--- src/rtl/core/dms_pkg.sv ---
// ============================================================================
// dms_pkg
// Shared types, codes and reset constants of the display mode sequencer.
// ============================================================================
package dms_pkg;

    localparam int TIMER_W   = 17;
    localparam int COUNT_W   = 16;
    localparam int ALERT_W   = 8;
    localparam int OP_W      = 4;
    localparam int CFG_IDX_W = 3;

    typedef logic [TIMER_W-1:0] timer_t;

    localparam timer_t TIMER_MAX = '1;

    // event operation codes; 9..15 are show requests
    localparam logic [OP_W-1:0] OP_TICK       = 4'd0;
    localparam logic [OP_W-1:0] OP_SYNC       = 4'd1;
    localparam logic [OP_W-1:0] OP_ALERT      = 4'd2;
    localparam logic [OP_W-1:0] OP_ALERT_BARE = 4'd3;
    localparam logic [OP_W-1:0] OP_CANCEL     = 4'd4;
    localparam logic [OP_W-1:0] OP_OTHER      = 4'd5;
    localparam logic [OP_W-1:0] OP_EMG_ON     = 4'd6;
    localparam logic [OP_W-1:0] OP_EMG_OFF    = 4'd7;
    localparam logic [OP_W-1:0] OP_CLEAR      = 4'd8;

    // configuration register indexes
    localparam logic [CFG_IDX_W-1:0] REG_IDLE_TIMEOUT = 3'd0;
    localparam logic [CFG_IDX_W-1:0] REG_ALERT_HOLD   = 3'd1;
    localparam logic [CFG_IDX_W-1:0] REG_DT_HOLD      = 3'd2;
    localparam logic [CFG_IDX_W-1:0] REG_DT_REFRESH   = 3'd3;
    localparam logic [CFG_IDX_W-1:0] REG_EMG_NOTICE   = 3'd4;
    localparam logic [CFG_IDX_W-1:0] REG_EMG_CLEARED  = 3'd5;
    localparam logic [CFG_IDX_W-1:0] REG_CLR_NOTICE   = 3'd6;

    localparam timer_t RST_IDLE_TIMEOUT = 17'd40000;
    localparam timer_t RST_ALERT_HOLD   = 17'd10000;
    localparam timer_t RST_DT_HOLD      = 17'd15000;
    localparam timer_t RST_DT_REFRESH   = 17'd500;
    localparam timer_t RST_EMG_NOTICE   = 17'd5000;
    localparam timer_t RST_EMG_CLEARED  = 17'd5000;
    localparam timer_t RST_CLR_NOTICE   = 17'd3000;

    typedef enum logic [2:0] {
        MODE_COUNT       = 3'd0,
        MODE_ALERT       = 3'd1,
        MODE_DATETIME    = 3'd2,
        MODE_EMG_SENT    = 3'd3,
        MODE_EMG_ACTIVE  = 3'd4,
        MODE_EMG_CLEARED = 3'd5,
        MODE_ALL_CLEARED = 3'd6
    } mode_t;

    typedef enum logic [2:0] {
        CMD_NONE        = 3'd0,
        CMD_COUNT       = 3'd1,
        CMD_ALERT       = 3'd2,
        CMD_DATETIME    = 3'd3,
        CMD_EMG_SENT    = 3'd4,
        CMD_EMG_ACTIVE  = 3'd5,
        CMD_EMG_CLEARED = 3'd6,
        CMD_ALL_CLEARED = 3'd7
    } cmd_t;

    typedef struct packed {
        logic [OP_W-1:0]    operation;
        logic [COUNT_W-1:0] new_count;
        logic [ALERT_W-1:0] alert_handle;
    } event_t;

    typedef struct packed {
        logic [2:0]         display_command;
        logic [COUNT_W-1:0] shown_count;
        logic [ALERT_W-1:0] shown_alert;
        logic [2:0]         current_mode;
        logic               first_message_seen;
    } result_t;

    typedef struct packed {
        timer_t idle_timeout;
        timer_t alert_hold;
        timer_t dt_hold;
        timer_t dt_refresh;
        timer_t emg_notice;
        timer_t emg_cleared;
        timer_t clr_notice;
    } cfg_t;

    function automatic timer_t sat_inc(input timer_t v);
        sat_inc = (v == TIMER_MAX) ? v : v + timer_t'(1);
    endfunction

endpackage

--- src/rtl/core/dms_cfg_regs.sv ---
// ============================================================================
// dms_cfg_regs
// Configuration register file, one write per cycle, indexes past the list
// are dropped.
// ============================================================================
module dms_cfg_regs (
    input  logic                            clk,
    input  logic                            rst_n,
    input  logic                            wr_en,
    input  logic [dms_pkg::CFG_IDX_W-1:0]   wr_index,
    input  dms_pkg::timer_t                 wr_data,
    output dms_pkg::cfg_t                   cfg
);
    import dms_pkg::*;

    cfg_t cfg_reg;
    cfg_t cfg_next;

    always_comb
    begin
        cfg_next = cfg_reg;
        if (wr_en)
        begin
            case (wr_index)
                REG_IDLE_TIMEOUT: cfg_next.idle_timeout = wr_data;
                REG_ALERT_HOLD:   cfg_next.alert_hold   = wr_data;
                REG_DT_HOLD:      cfg_next.dt_hold      = wr_data;
                REG_DT_REFRESH:   cfg_next.dt_refresh   = wr_data;
                REG_EMG_NOTICE:   cfg_next.emg_notice   = wr_data;
                REG_EMG_CLEARED:  cfg_next.emg_cleared  = wr_data;
                REG_CLR_NOTICE:   cfg_next.clr_notice   = wr_data;
                default:          cfg_next = cfg_reg;
            endcase
        end
    end

    always_ff @(posedge clk or negedge rst_n)
    begin
        if (!rst_n)
        begin
            cfg_reg.idle_timeout <= RST_IDLE_TIMEOUT;
            cfg_reg.alert_hold   <= RST_ALERT_HOLD;
            cfg_reg.dt_hold      <= RST_DT_HOLD;
            cfg_reg.dt_refresh   <= RST_DT_REFRESH;
            cfg_reg.emg_notice   <= RST_EMG_NOTICE;
            cfg_reg.emg_cleared  <= RST_EMG_CLEARED;
            cfg_reg.clr_notice   <= RST_CLR_NOTICE;
        end
        else
        begin
            cfg_reg <= cfg_next;
        end
    end

    assign cfg = cfg_reg;

endmodule

--- src/rtl/core/dms_in_stage.sv ---
// ============================================================================
// dms_in_stage
// Input register: holds one event word until the engine takes it.
// ============================================================================
module dms_in_stage (
    input  logic            clk,
    input  logic            rst_n,
    input  logic            event_valid,
    output logic            event_stall,
    input  dms_pkg::event_t event_word,
    input  logic            pop,
    output logic            held_valid,
    output dms_pkg::event_t held_word
);
    import dms_pkg::*;

    logic   valid_reg;
    logic   valid_next;
    event_t word_reg;
    logic   take;

    // stalls only when full and the held word cannot move on
    assign event_stall = valid_reg && !pop;
    assign take        = event_valid && !event_stall;

    always_comb
    begin
        if (take)
            valid_next = 1'b1;
        else if (pop)
            valid_next = 1'b0;
        else
            valid_next = valid_reg;
    end

    always_ff @(posedge clk or negedge rst_n)
    begin
        if (!rst_n)
            valid_reg <= 1'b0;
        else
            valid_reg <= valid_next;
    end

    always_ff @(posedge clk)
    begin
        if (take)
            word_reg <= event_word;
    end

    assign held_valid = valid_reg;
    assign held_word  = word_reg;

endmodule

--- src/rtl/core/dms_engine.sv ---
// ============================================================================
// dms_engine
// Mode state, pick total and timers; decides one result per event.
// ============================================================================
module dms_engine (
    input  logic             clk,
    input  logic             rst_n,
    input  logic             fire,
    input  dms_pkg::event_t  word,
    input  dms_pkg::cfg_t    cfg,
    output dms_pkg::result_t result
);
    import dms_pkg::*;

    mode_t                mode_reg, mode_next;
    logic [COUNT_W-1:0]   pick_reg, pick_next;
    timer_t               idle_reg, idle_next;
    timer_t               phase_reg, phase_next;
    timer_t               refresh_reg, refresh_next;
    logic                 pending_reg, pending_next;
    logic                 seen_reg, seen_next;
    logic [ALERT_W-1:0]   alert_reg, alert_next;

    timer_t               idle_inc, phase_inc, refresh_inc;
    logic                 emg;
    logic                 is_msg;
    cmd_t                 cmd;

    assign idle_inc    = sat_inc(idle_reg);
    assign phase_inc   = sat_inc(phase_reg);
    assign refresh_inc = sat_inc(refresh_reg);
    assign emg         = (mode_reg == MODE_EMG_SENT) || (mode_reg == MODE_EMG_ACTIVE);
    assign is_msg      = (word.operation >= OP_SYNC) && (word.operation <= OP_OTHER);

    always_comb
    begin
        mode_next    = mode_reg;
        pick_next    = pick_reg;
        idle_next    = idle_reg;
        phase_next   = phase_reg;
        refresh_next = refresh_reg;
        pending_next = pending_reg;
        seen_next    = seen_reg;
        alert_next   = alert_reg;
        cmd          = CMD_NONE;

        if (is_msg)
        begin
            idle_next = '0;
            seen_next = 1'b1;
        end

        case (word.operation)
            OP_TICK:
            begin
                idle_next    = idle_inc;
                phase_next   = phase_inc;
                refresh_next = refresh_inc;
                case (mode_reg)
                    MODE_COUNT:
                    begin
                        if (idle_inc > cfg.idle_timeout)
                        begin
                            mode_next    = MODE_DATETIME;
                            phase_next   = '0;
                            pending_next = 1'b1;
                        end
                    end
                    MODE_ALERT:
                    begin
                        if (phase_inc >= cfg.alert_hold)
                        begin
                            mode_next = MODE_COUNT;
                            idle_next = '0;
                            cmd       = CMD_COUNT;
                        end
                    end
                    MODE_DATETIME:
                    begin
                        if (phase_inc >= cfg.dt_hold)
                        begin
                            mode_next = MODE_COUNT;
                            idle_next = '0;
                            cmd       = CMD_COUNT;
                        end
                        else if (pending_reg || (refresh_inc >= cfg.dt_refresh))
                        begin
                            pending_next = 1'b0;
                            refresh_next = '0;
                            cmd          = CMD_DATETIME;
                        end
                    end
                    MODE_EMG_SENT:
                    begin
                        if (phase_inc >= cfg.emg_notice)
                        begin
                            mode_next = MODE_EMG_ACTIVE;
                            cmd       = CMD_EMG_ACTIVE;
                        end
                    end
                    MODE_EMG_CLEARED:
                    begin
                        if (phase_inc >= cfg.emg_cleared)
                        begin
                            mode_next = MODE_COUNT;
                            idle_next = '0;
                            cmd       = CMD_COUNT;
                        end
                    end
                    MODE_ALL_CLEARED:
                    begin
                        if (phase_inc >= cfg.clr_notice)
                        begin
                            mode_next = MODE_COUNT;
                            idle_next = '0;
                            cmd       = CMD_COUNT;
                        end
                    end
                    default:
                    begin
                        cmd = CMD_NONE;   // emergency active holds
                    end
                endcase
            end
            OP_SYNC:
            begin
                pick_next = word.new_count;
                if (mode_reg == MODE_COUNT)
                    cmd = CMD_COUNT;
            end
            OP_ALERT:
            begin
                alert_next = word.alert_handle;
                pick_next  = word.new_count;
                if (!emg)
                begin
                    mode_next  = MODE_ALERT;
                    phase_next = '0;
                    cmd        = CMD_ALERT;
                end
            end
            OP_ALERT_BARE, OP_OTHER:
            begin
                cmd = CMD_NONE;
            end
            OP_CANCEL:
            begin
                pick_next = word.new_count;
                if ((mode_reg == MODE_DATETIME) || (mode_reg == MODE_COUNT))
                begin
                    mode_next = MODE_COUNT;
                    cmd       = CMD_COUNT;
                end
            end
            OP_EMG_ON:
            begin
                mode_next  = MODE_EMG_SENT;
                phase_next = '0;
                cmd        = CMD_EMG_SENT;
            end
            OP_EMG_OFF:
            begin
                if (emg)
                begin
                    mode_next  = MODE_EMG_CLEARED;
                    phase_next = '0;
                    cmd        = CMD_EMG_CLEARED;
                end
            end
            OP_CLEAR:
            begin
                pick_next = '0;
                if (!emg)
                begin
                    mode_next  = MODE_ALL_CLEARED;
                    phase_next = '0;
                    cmd        = CMD_ALL_CLEARED;
                end
            end
            default:
            begin
                // show request
                if (mode_reg == MODE_COUNT)
                    cmd = CMD_COUNT;
            end
        endcase
    end

    always_ff @(posedge clk or negedge rst_n)
    begin
        if (!rst_n)
        begin
            mode_reg    <= MODE_COUNT;
            pick_reg    <= '0;
            idle_reg    <= '0;
            phase_reg   <= '0;
            refresh_reg <= '0;
            pending_reg <= 1'b0;
            seen_reg    <= 1'b0;
            alert_reg   <= '0;
        end
        else if (fire)
        begin
            mode_reg    <= mode_next;
            pick_reg    <= pick_next;
            idle_reg    <= idle_next;
            phase_reg   <= phase_next;
            refresh_reg <= refresh_next;
            pending_reg <= pending_next;
            seen_reg    <= seen_next;
            alert_reg   <= alert_next;
        end
    end

    always_comb
    begin
        result.display_command    = cmd;
        result.shown_count        = pick_next;
        result.shown_alert        = alert_next;
        result.current_mode       = mode_next;
        result.first_message_seen = seen_next;
    end

endmodule

--- src/rtl/core/dms_out_stage.sv ---
// ============================================================================
// dms_out_stage
// Result register: holds one command word until the sink takes it.
// ============================================================================
module dms_out_stage (
    input  logic             clk,
    input  logic             rst_n,
    input  logic             load,
    input  dms_pkg::result_t load_word,
    output logic             room,
    output logic             cmd_valid,
    input  logic             cmd_stall,
    output dms_pkg::result_t cmd_word
);
    import dms_pkg::*;

    logic    valid_reg;
    logic    valid_next;
    result_t word_reg;

    // free now, or the held word leaves at this edge
    assign room = !valid_reg || !cmd_stall;

    always_comb
    begin
        if (load)
            valid_next = 1'b1;
        else if (cmd_stall)
            valid_next = valid_reg;
        else
            valid_next = 1'b0;
    end

    always_ff @(posedge clk or negedge rst_n)
    begin
        if (!rst_n)
            valid_reg <= 1'b0;
        else
            valid_reg <= valid_next;
    end

    always_ff @(posedge clk)
    begin
        if (load)
            word_reg <= load_word;
    end

    assign cmd_valid = valid_reg;
    assign cmd_word  = word_reg;

endmodule

--- src/rtl/core/display_mode_sequencer.sv ---
// ============================================================================
// display_mode_sequencer
// Seven-mode display sequencer: one display command word per event word.
// ============================================================================
//
//  channel   signals                                  dir  word
//  -------   ---------------------------------------  ---  -------------------
//  event     event_valid, event_stall, event_word     in   dms_pkg::event_t
//  command   cmd_valid, cmd_stall, cmd_word           out  dms_pkg::result_t
//  config    cfg_valid, cfg_ready, cfg_index, cfg_data in  17-bit ms register
//
//  - One event word per cycle, sustained while cmd_stall is low. An event word
//    taken into the input register is decided into the result register as
//    soon as that register has room; its command word then shows on cmd_valid.
//  - The single decision stage updates the mode and timer state, so each
//    event sees the state left by the one before it with no gaps.
//  - cmd_stall holds the result register; the input register keeps taking
//    words as long as the held word can move on, so event_stall rises only
//    when both registers are full.
//  - rst_n clears both valid flags and all sequencer state asynchronously;
//    config returns to its defaults. cfg_ready is always high.
//
module display_mode_sequencer (
    input  logic                            clk,
    input  logic                            rst_n,

    input  logic                            event_valid,
    output logic                            event_stall,
    input  dms_pkg::event_t                 event_word,

    output logic                            cmd_valid,
    input  logic                            cmd_stall,
    output dms_pkg::result_t                cmd_word,

    input  logic                            cfg_valid,
    output logic                            cfg_ready,
    input  logic [dms_pkg::CFG_IDX_W-1:0]   cfg_index,
    input  dms_pkg::timer_t                 cfg_data
);
    import dms_pkg::*;

    cfg_t    cfg;
    logic    held_valid;
    event_t  held_word;
    logic    room;
    logic    advance;
    result_t result;

    // config writes are never refused
    assign cfg_ready = 1'b1;

    dms_cfg_regs u_cfg (
        .clk      (clk),
        .rst_n    (rst_n),
        .wr_en    (cfg_valid && cfg_ready),
        .wr_index (cfg_index),
        .wr_data  (cfg_data),
        .cfg      (cfg)
    );

    dms_in_stage u_in (
        .clk         (clk),
        .rst_n       (rst_n),
        .event_valid (event_valid),
        .event_stall (event_stall),
        .event_word  (event_word),
        .pop         (advance),
        .held_valid  (held_valid),
        .held_word   (held_word)
    );

    // the held event is processed exactly when the result register can take it
    assign advance = held_valid && room;

    dms_engine u_engine (
        .clk    (clk),
        .rst_n  (rst_n),
        .fire   (advance),
        .word   (held_word),
        .cfg    (cfg),
        .result (result)
    );

    dms_out_stage u_out (
        .clk       (clk),
        .rst_n     (rst_n),
        .load      (advance),
        .load_word (result),
        .room      (room),
        .cmd_valid (cmd_valid),
        .cmd_stall (cmd_stall),
        .cmd_word  (cmd_word)
    );

endmodule

--- config.mk ---
export PLATFORM = sky130hd
export DESIGN_NAME = display_mode_sequencer
export DESIGN_NICKNAME = d
export VERILOG_FILES = /design/src/rtl/core/dms_pkg.sv /design/src/rtl/core/dms_cfg_regs.sv /design/src/rtl/core/dms_in_stage.sv /design/src/rtl/core/dms_engine.sv /design/src/rtl/core/dms_out_stage.sv /design/src/rtl/core/display_mode_sequencer.sv
export SDC_FILE = /design/constraint.sdc
export NUM_CORES = 1
export LEC_CHECK = 0
export CORE_MARGIN = 2
export CORE_UTILIZATION = 40
export CTS_CLUSTER_SIZE = 20
export DETAILED_ROUTE_END_ITERATION = 8
export DONT_BUFFER_PORTS = 1
export GPL_ROUTABILITY_DRIVEN = 0
export PLACE_DENSITY = 0.53
export SETUP_SLACK_MARGIN = 0.2
export SLEW_MARGIN = 5
export SYNTH_ARGS = -nofsm -noshare
export SYNTH_HDL_FRONTEND = slang
export SYNTH_SLANG_ARGS = --single-unit
--- constraint.sdc ---
create_clock -name clk -period 4.2 [get_ports clk]
set_input_delay 0.42 -clock clk [delete_from_list [all_inputs] [get_ports clk]]
set_output_delay 0.42 -clock clk [all_outputs]
set_load 0.05 [all_outputs]
# Yosys cells after proc, flatten, opt, wreduce, memory -nomap -nowiden
# Cells that the tools add are included.
[word_totals]
out_inout_bits = 34
in_bits = 53
wordCells = 153
ff_bits = 260
[op_classes]
eq_ne = 29
magnitude_cmp = 9
n_reduce_logical = 33
addsub = 3
muxes = 54
[op_table]
columns = ["op", "n"]
rows = [
  ["two-way mux 17 bit", 16],
  ["case mux 17 bit (4 select lines)", 2],
  [">= comparator 17 bit", 6],
  ["adder 17 x 1 -> 17 bit, second input constant", 3],
  ["equality test 17 bit, second input constant", 3],
  ["two-way mux 3 bit", 14],
  ["case mux 3 bit (6 select lines)", 2],
  ["case mux 16 bit (2 select lines)", 1],
  ["case mux 3 bit (7 select lines)", 1],
  ["equality test 3 bit, second input constant", 6],
  ["AND reduction 2 bit", 9],
  ["> comparator 17 bit", 1],
  ["equality test 4 x 3 -> 1 bit, second input constant", 4],
  ["case mux 3 bit (5 select lines)", 1],
  ["two-way mux 1 bit", 13],
  ["equality test 3 x 2 -> 1 bit, second input constant", 4],
  ["equality test 4 x 2 -> 1 bit, second input constant", 2],
  ["two-way mux 8 bit", 1],
  ["inequality test 2 x 1 -> 1 bit, second input constant", 4],
  ["equality test 3 x 1 -> 1 bit, second input constant", 2],
  ["zero test 3 bit", 2],
  ["AND reduction 6 bit", 1],
  ["nonzero test 2 bit", 3],
  ["equality test 4 x 1 -> 1 bit, second input constant", 1],
  ["other kinds (14)", 26],
]

# Logic depth before layout (Yosys ltp)
[logic_depth]
depth_word = 8
ltp_mapped = 19

# Cells and area by module
# From an unflattened synthesis, not the netlist that was laid out.
[hier_totals]
hier_cells = 1369
area_unflattened_um2 = 14916.8
[modules_own_cells]
columns = ["module", "area_per_inst_um2", "cells_per_inst", "n_inst", "seq_area_each_um2"]
rows = [
  ["dms_engine", 8410.6, 1040, 1, 2001.9],
  ["dms_cfg_regs", 4623.2, 259, 1, 3027.9],
  ["dms_out_stage", 967.2, 34, 1, 955.9],
  ["dms_in_stage", 898.4, 33, 1, 865.8],
  ["display_mode_sequencer", 17.5, 3, 1, 0.0],
]

# Least setup slack after synthesis
# Ideal clock, no wire load.
[synth_path]
path_type = "reg2reg"
startpoint = "register u_engine.phase_reg[11]"
endpoint = "register u_engine.idle_reg[6]"
stages_incl_launch_ff = 20
slack_ps = -227
t_arrival_ps = 4301
synth_period_minus_slack_ps = 4427
setup_ps = 126
path_cell_list = "dfrtp_1 -> clkbuf_1 -> and4_1 -> and2_1 -> a31oi_1 -> nor3b_2 -> nor2b_1 -> buf_2 -> nand2_1 -> xnor2_1 -> ha_1 -> nand4_1 -> or4_1 -> o32a_1 -> nand2_2 -> o22ai_4 -> a211oi_4 -> buf_6 -> a21oi_4 -> a221o_1"
[synth_between]
elab_chain_len = 6
word_cells_on_any_way = 13
[synth_lines]
columns = ["element", "line_no", "source"]
rows = [
  ["start: declaration", "dms_engine.sv:18", "timer_t phase_reg, phase_next;"],
  ["start signal: assignment", "dms_engine.sv:207", "phase_reg <= phase_next;"],
  ["adder 17 x 1 -> 17 bit or equality test 17 bit (tied branches)", "dms_pkg.sv:91", "sat_inc = (v == TIMER_MAX) ? v : v + timer_t'(1);"],
  ["two-way mux 17 bit (*)", "dms_pkg.sv:91", ""],
  [">= comparator 17 bit (on tied branches)", "--", ""],
  ["two-way mux 17 bit (on tied branches)", "--", ""],
  ["case mux 17 bit (4 select lines) (*)", "dms_engine.sv:59", "case (mode_reg)"],
  ["two-way mux 17 bit (*)", "dms_engine.sv:53", "case (word.operation)"],
  ["end signal: assignment", "dms_engine.sv:206", "idle_reg <= idle_next;"],
  ["end: declaration", "dms_engine.sv:17", "timer_t idle_reg, idle_next;"],
]
# Every way passes the cells marked *; elsewhere a longest branch is shown, timed or not.
# A chain may end at the register's enable or synchronous reset.

# Worst setup path in the final report
[layout_path]
startpoint = "register u_engine.phase_reg[1]"
endpoint = "register u_engine.idle_reg[4]"
# Same word-level chain as after synthesis.

==> reports/results.ini <==
[critical_path]
ff2ff_path_depth=19
critPathKind=flip-flop to flip-flop
cp.required_ns=4.70
cp.arrival_ns=4.80
path_max_fanout=5
cp-end-kind=flip-flop
cp-start-kind=flip-flop
reg2reg_slack_ns=-0.10

[floorplanning]
dieArea_sq_um=37500
die_h_microns=194
die_x_microns=194
start_util_pct=40.6
core_sq_um=35500
ioPinCount=87
row_count=69

[sta]
fin_ws_ns=-0.100
slew_viol_final=0
hold_ws_ns=-0.437
fmax_mhz=233
min_period_over_period_pct=102
rsz0062_at_grt=true
tightest_slew_ns=1.10
fin_crit_ns=4.30
fin_skew_ns=0.0111
setup_viol=14
finalHoldViolCount=201
slew_headroom_pct=26.0

[clock_network]
clk_pin_slew_ns=0.06
htree_levels=1
cts_sinks=260
clock_latency_ns=0.57
cts.hold.buffers_added=47
cts_made_buffers=30
cts_tree=done
clk_path_buf_depth=3
cts-root-buf=clkbuf_16

[synthesis]
avgSynthCellArea_sq_um=9.95
synth_cell_types=73
ys_warn_count=0
synth_edf_count=59
syn_nets=1625
ys_ff_latch=260
synth_flop_cell=dfrtp_1
synth_area_sq_um=14400
yosysSeqAreaShare_pct=47.6
async_reset_ff_share_pct=77.3
synthCells=1446

[hold_path]
hold_class=input port to asynchronous set/reset pin

[status]
violations=negative hold slack, negative setup slack
status=finished with violations

[detailed_routing]
drc=0
dr.pass1.iters=5
antenna_left=0
vias=11300
drtIter0Drc=525
viasPerCell=5.34
routedWlPerCell_microns=18.8
wl_microns=39700

[grt]
grt_use_met1_pct=29.9
grtUsageMet2_pct=32.7
grt_max_degree=202
grt.busiest_layer=met2
track_usage_pct=20.8
grt_pass1_vias=10900
grt_pass1_wl_microns=61900
grt-ovfl-total=0
antenna_found_initial=3
use_met3_pct=3.08

[power_and_ir_drop]
ir_worst_vdd_mv=0.308
power.static_leakage_uw=0.00853
fin_total_pwr_uw=8120
pwr_density_cell_nw_per_um2=443

[final_layout]
areaGrowthSynthToFinish_pct=27.5
largest_register_ffs=119
fin_nets=1809
drive_above_1_share_pct=26.1
design_area_sq_um=18400

[flow_run]
drv_cap=0

[placement]
dpl_cell_area_sq_um=15800
hpwlAfterDp_microns=26600
portBuffers=0

[critical path, stage by stage, from the launching register on]
cell	delay, ns
dfrtp_1	0.41
ha_4	0.19
nand3_4	0.09
nor3_4	0.06
a31oi_4	0.18
nor3b_4	0.20
nor2b_1	0.16
buf_4	0.17
nand3_4	0.10
xnor2_4	0.22
ha_1	0.26
and4_1	0.21
a221o_1	0.39
or4b_4	0.51
o22ai_4	0.23
a211oi_4	0.05
buf_6	0.16
buf_8	0.13
a2111oi_4	0.34
a221o_1	0.15
[area by class of cell]
cell class	count	area [sq um]
clock inverter	14	178
multi-input combinational	1004	7650
clock buffer	42	847
inverter	133	499
fill	3173	17100
antenna	3	7.51
sequential	260	6850
timing repair buffer	201	1740
tap	461	577
[logic make-up (layout without fill, tap and decap cells)]
group                      count (synthesis)  count (layout)  synth area share, %
buffers and inverters                    183             390                 4.86
muxes                                     66              66                 5.16
DFF                                      260             260                 47.6
AOI/OAI and AO/OA                        312             313                 14.2
other                                      1               4               0.0261
adders and majority gates                126             126                 11.0
and+or+nand+nor                          463             463                 15.0
xor gates and xnor gates                  35              35                 2.13
[placed cells by master, fill, tap and decap left out, types with 19 or more instances in the layout]
cell type / count
dlygate4sd3_1: 47
o21ai_0: 100
dfstp_2: 40
dfrtp_1: 159
a22o_1: 21
nand2_1: 238
nor2_1: 38
inv_1: 132
clkbuf_16: 32
nand3_1: 56
a21oi_1: 47
buf_4: 132
buf_6: 19
mux2_2: 65
edfxtp_1: 59
ha_1: 117
[timing repair]
action | 4_1_cts | 5_1_grt
gates resized for setup | 51 | 111
endpoints found under the setup margin | 60 | 61
setup buffers | 9 | 28
pin swaps | 24 | 37
gates cloned | 1 | 2
endpoints found under the hold margin | 350 | 201
[power breakdown]
group	switching [uW]	total (uW)	leakage (uW)	internal (uW)
logic	1090	1930	0.00498	835
registers	373	3450	0.00305	3080
clock network	1090	2740	0.000499	1650
[synth_stat cells, drive strengths merged (3+ instances only)]
| library cell | count | area share (%) |
|---|---|---|
| a2111oi | 7 | 0.69 |
| a211oi | 10 | 0.61 |
| a21o | 18 | 0.94 |
| a21oi | 60 | 2.2 |
| a221o | 9 | 0.63 |
| a221oi | 7 | 0.43 |
| a22o | 21 | 1.3 |
| a22oi | 3 | 0.16 |
| a31o | 3 | 0.18 |
| a31oi | 12 | 0.52 |
| and2 | 8 | 0.35 |
| and3 | 19 | 0.83 |
| and4 | 8 | 0.49 |
| buf | 6 | 0.24 |
| clkbuf | 44 | 1.1 |
| dfrtp | 161 | 28 |
| dfstp | 40 | 7.3 |
| edfxtp | 59 | 12 |
| ha | 126 | 11 |
| inv | 133 | 3.5 |
| mux2 | 66 | 5.2 |
| nand2 | 244 | 6.4 |
| nand2b | 11 | 0.48 |
| nand3 | 61 | 2.1 |
| nand4 | 18 | 0.78 |
| nand4b | 3 | 0.18 |
| nor2 | 43 | 1.1 |
| nor2b | 11 | 0.48 |
| nor3 | 12 | 0.45 |
| nor3b | 4 | 0.24 |
| nor4 | 5 | 0.30 |
| o211ai | 4 | 0.21 |
| o21a | 7 | 0.37 |
| o21ai | 122 | 4.2 |
| o22ai | 3 | 0.23 |
| o2bb2ai | 3 | 0.18 |
| o31ai | 7 | 0.37 |
| or2 | 6 | 0.26 |
| or3 | 3 | 0.13 |
| or4 | 3 | 0.16 |
| xnor2 | 19 | 1.2 |
| xor2 | 16 | 0.97 |
[per-stage QoR]
stage               utilization, %  TNS [ns]  setup WS [ns]  cells  hold slack, ns
finish                        51.7    -0.908         -0.100   2118          -0.437
global route                  51.7     -3.98         -0.216   2116          -0.469
global placement              44.6     -4.22         -0.250   1972           0.139
floorplan                        -         0          0.160   1446           0.124
CTS                           49.6    -0.233        -0.0467   2085          -0.471
detailed placement            44.6     -6.29         -0.296   1972           0.140
[metal layers]
| layer | wire length, microns | up-vias |
|---|---|---|
| met2 | 18300 | 172 |
| met1 | 19200 | 5600 |
| li1 | - | 5482 |
| met3 | 1320 | 63 |
| met5 | 0 | - |
| met4 | 879 | 0 |
[final timing paths]
path / from / to
hold reg to reg: u_engine.pick_reg[11] / u_engine.pick_reg[11]
hold / removal: rst_n / u_cfg.cfg[33]
setup reg to reg: u_engine.phase_reg[1] / u_engine.idle_reg[4]
max in group asynchronous: rst_n / u_cfg.cfg[108]
min in group clk: cmd_stall / u_in.held_valid
setup / recovery: u_engine.phase_reg[1] / u_engine.idle_reg[4]
Power figures use the tool's default switching activity.
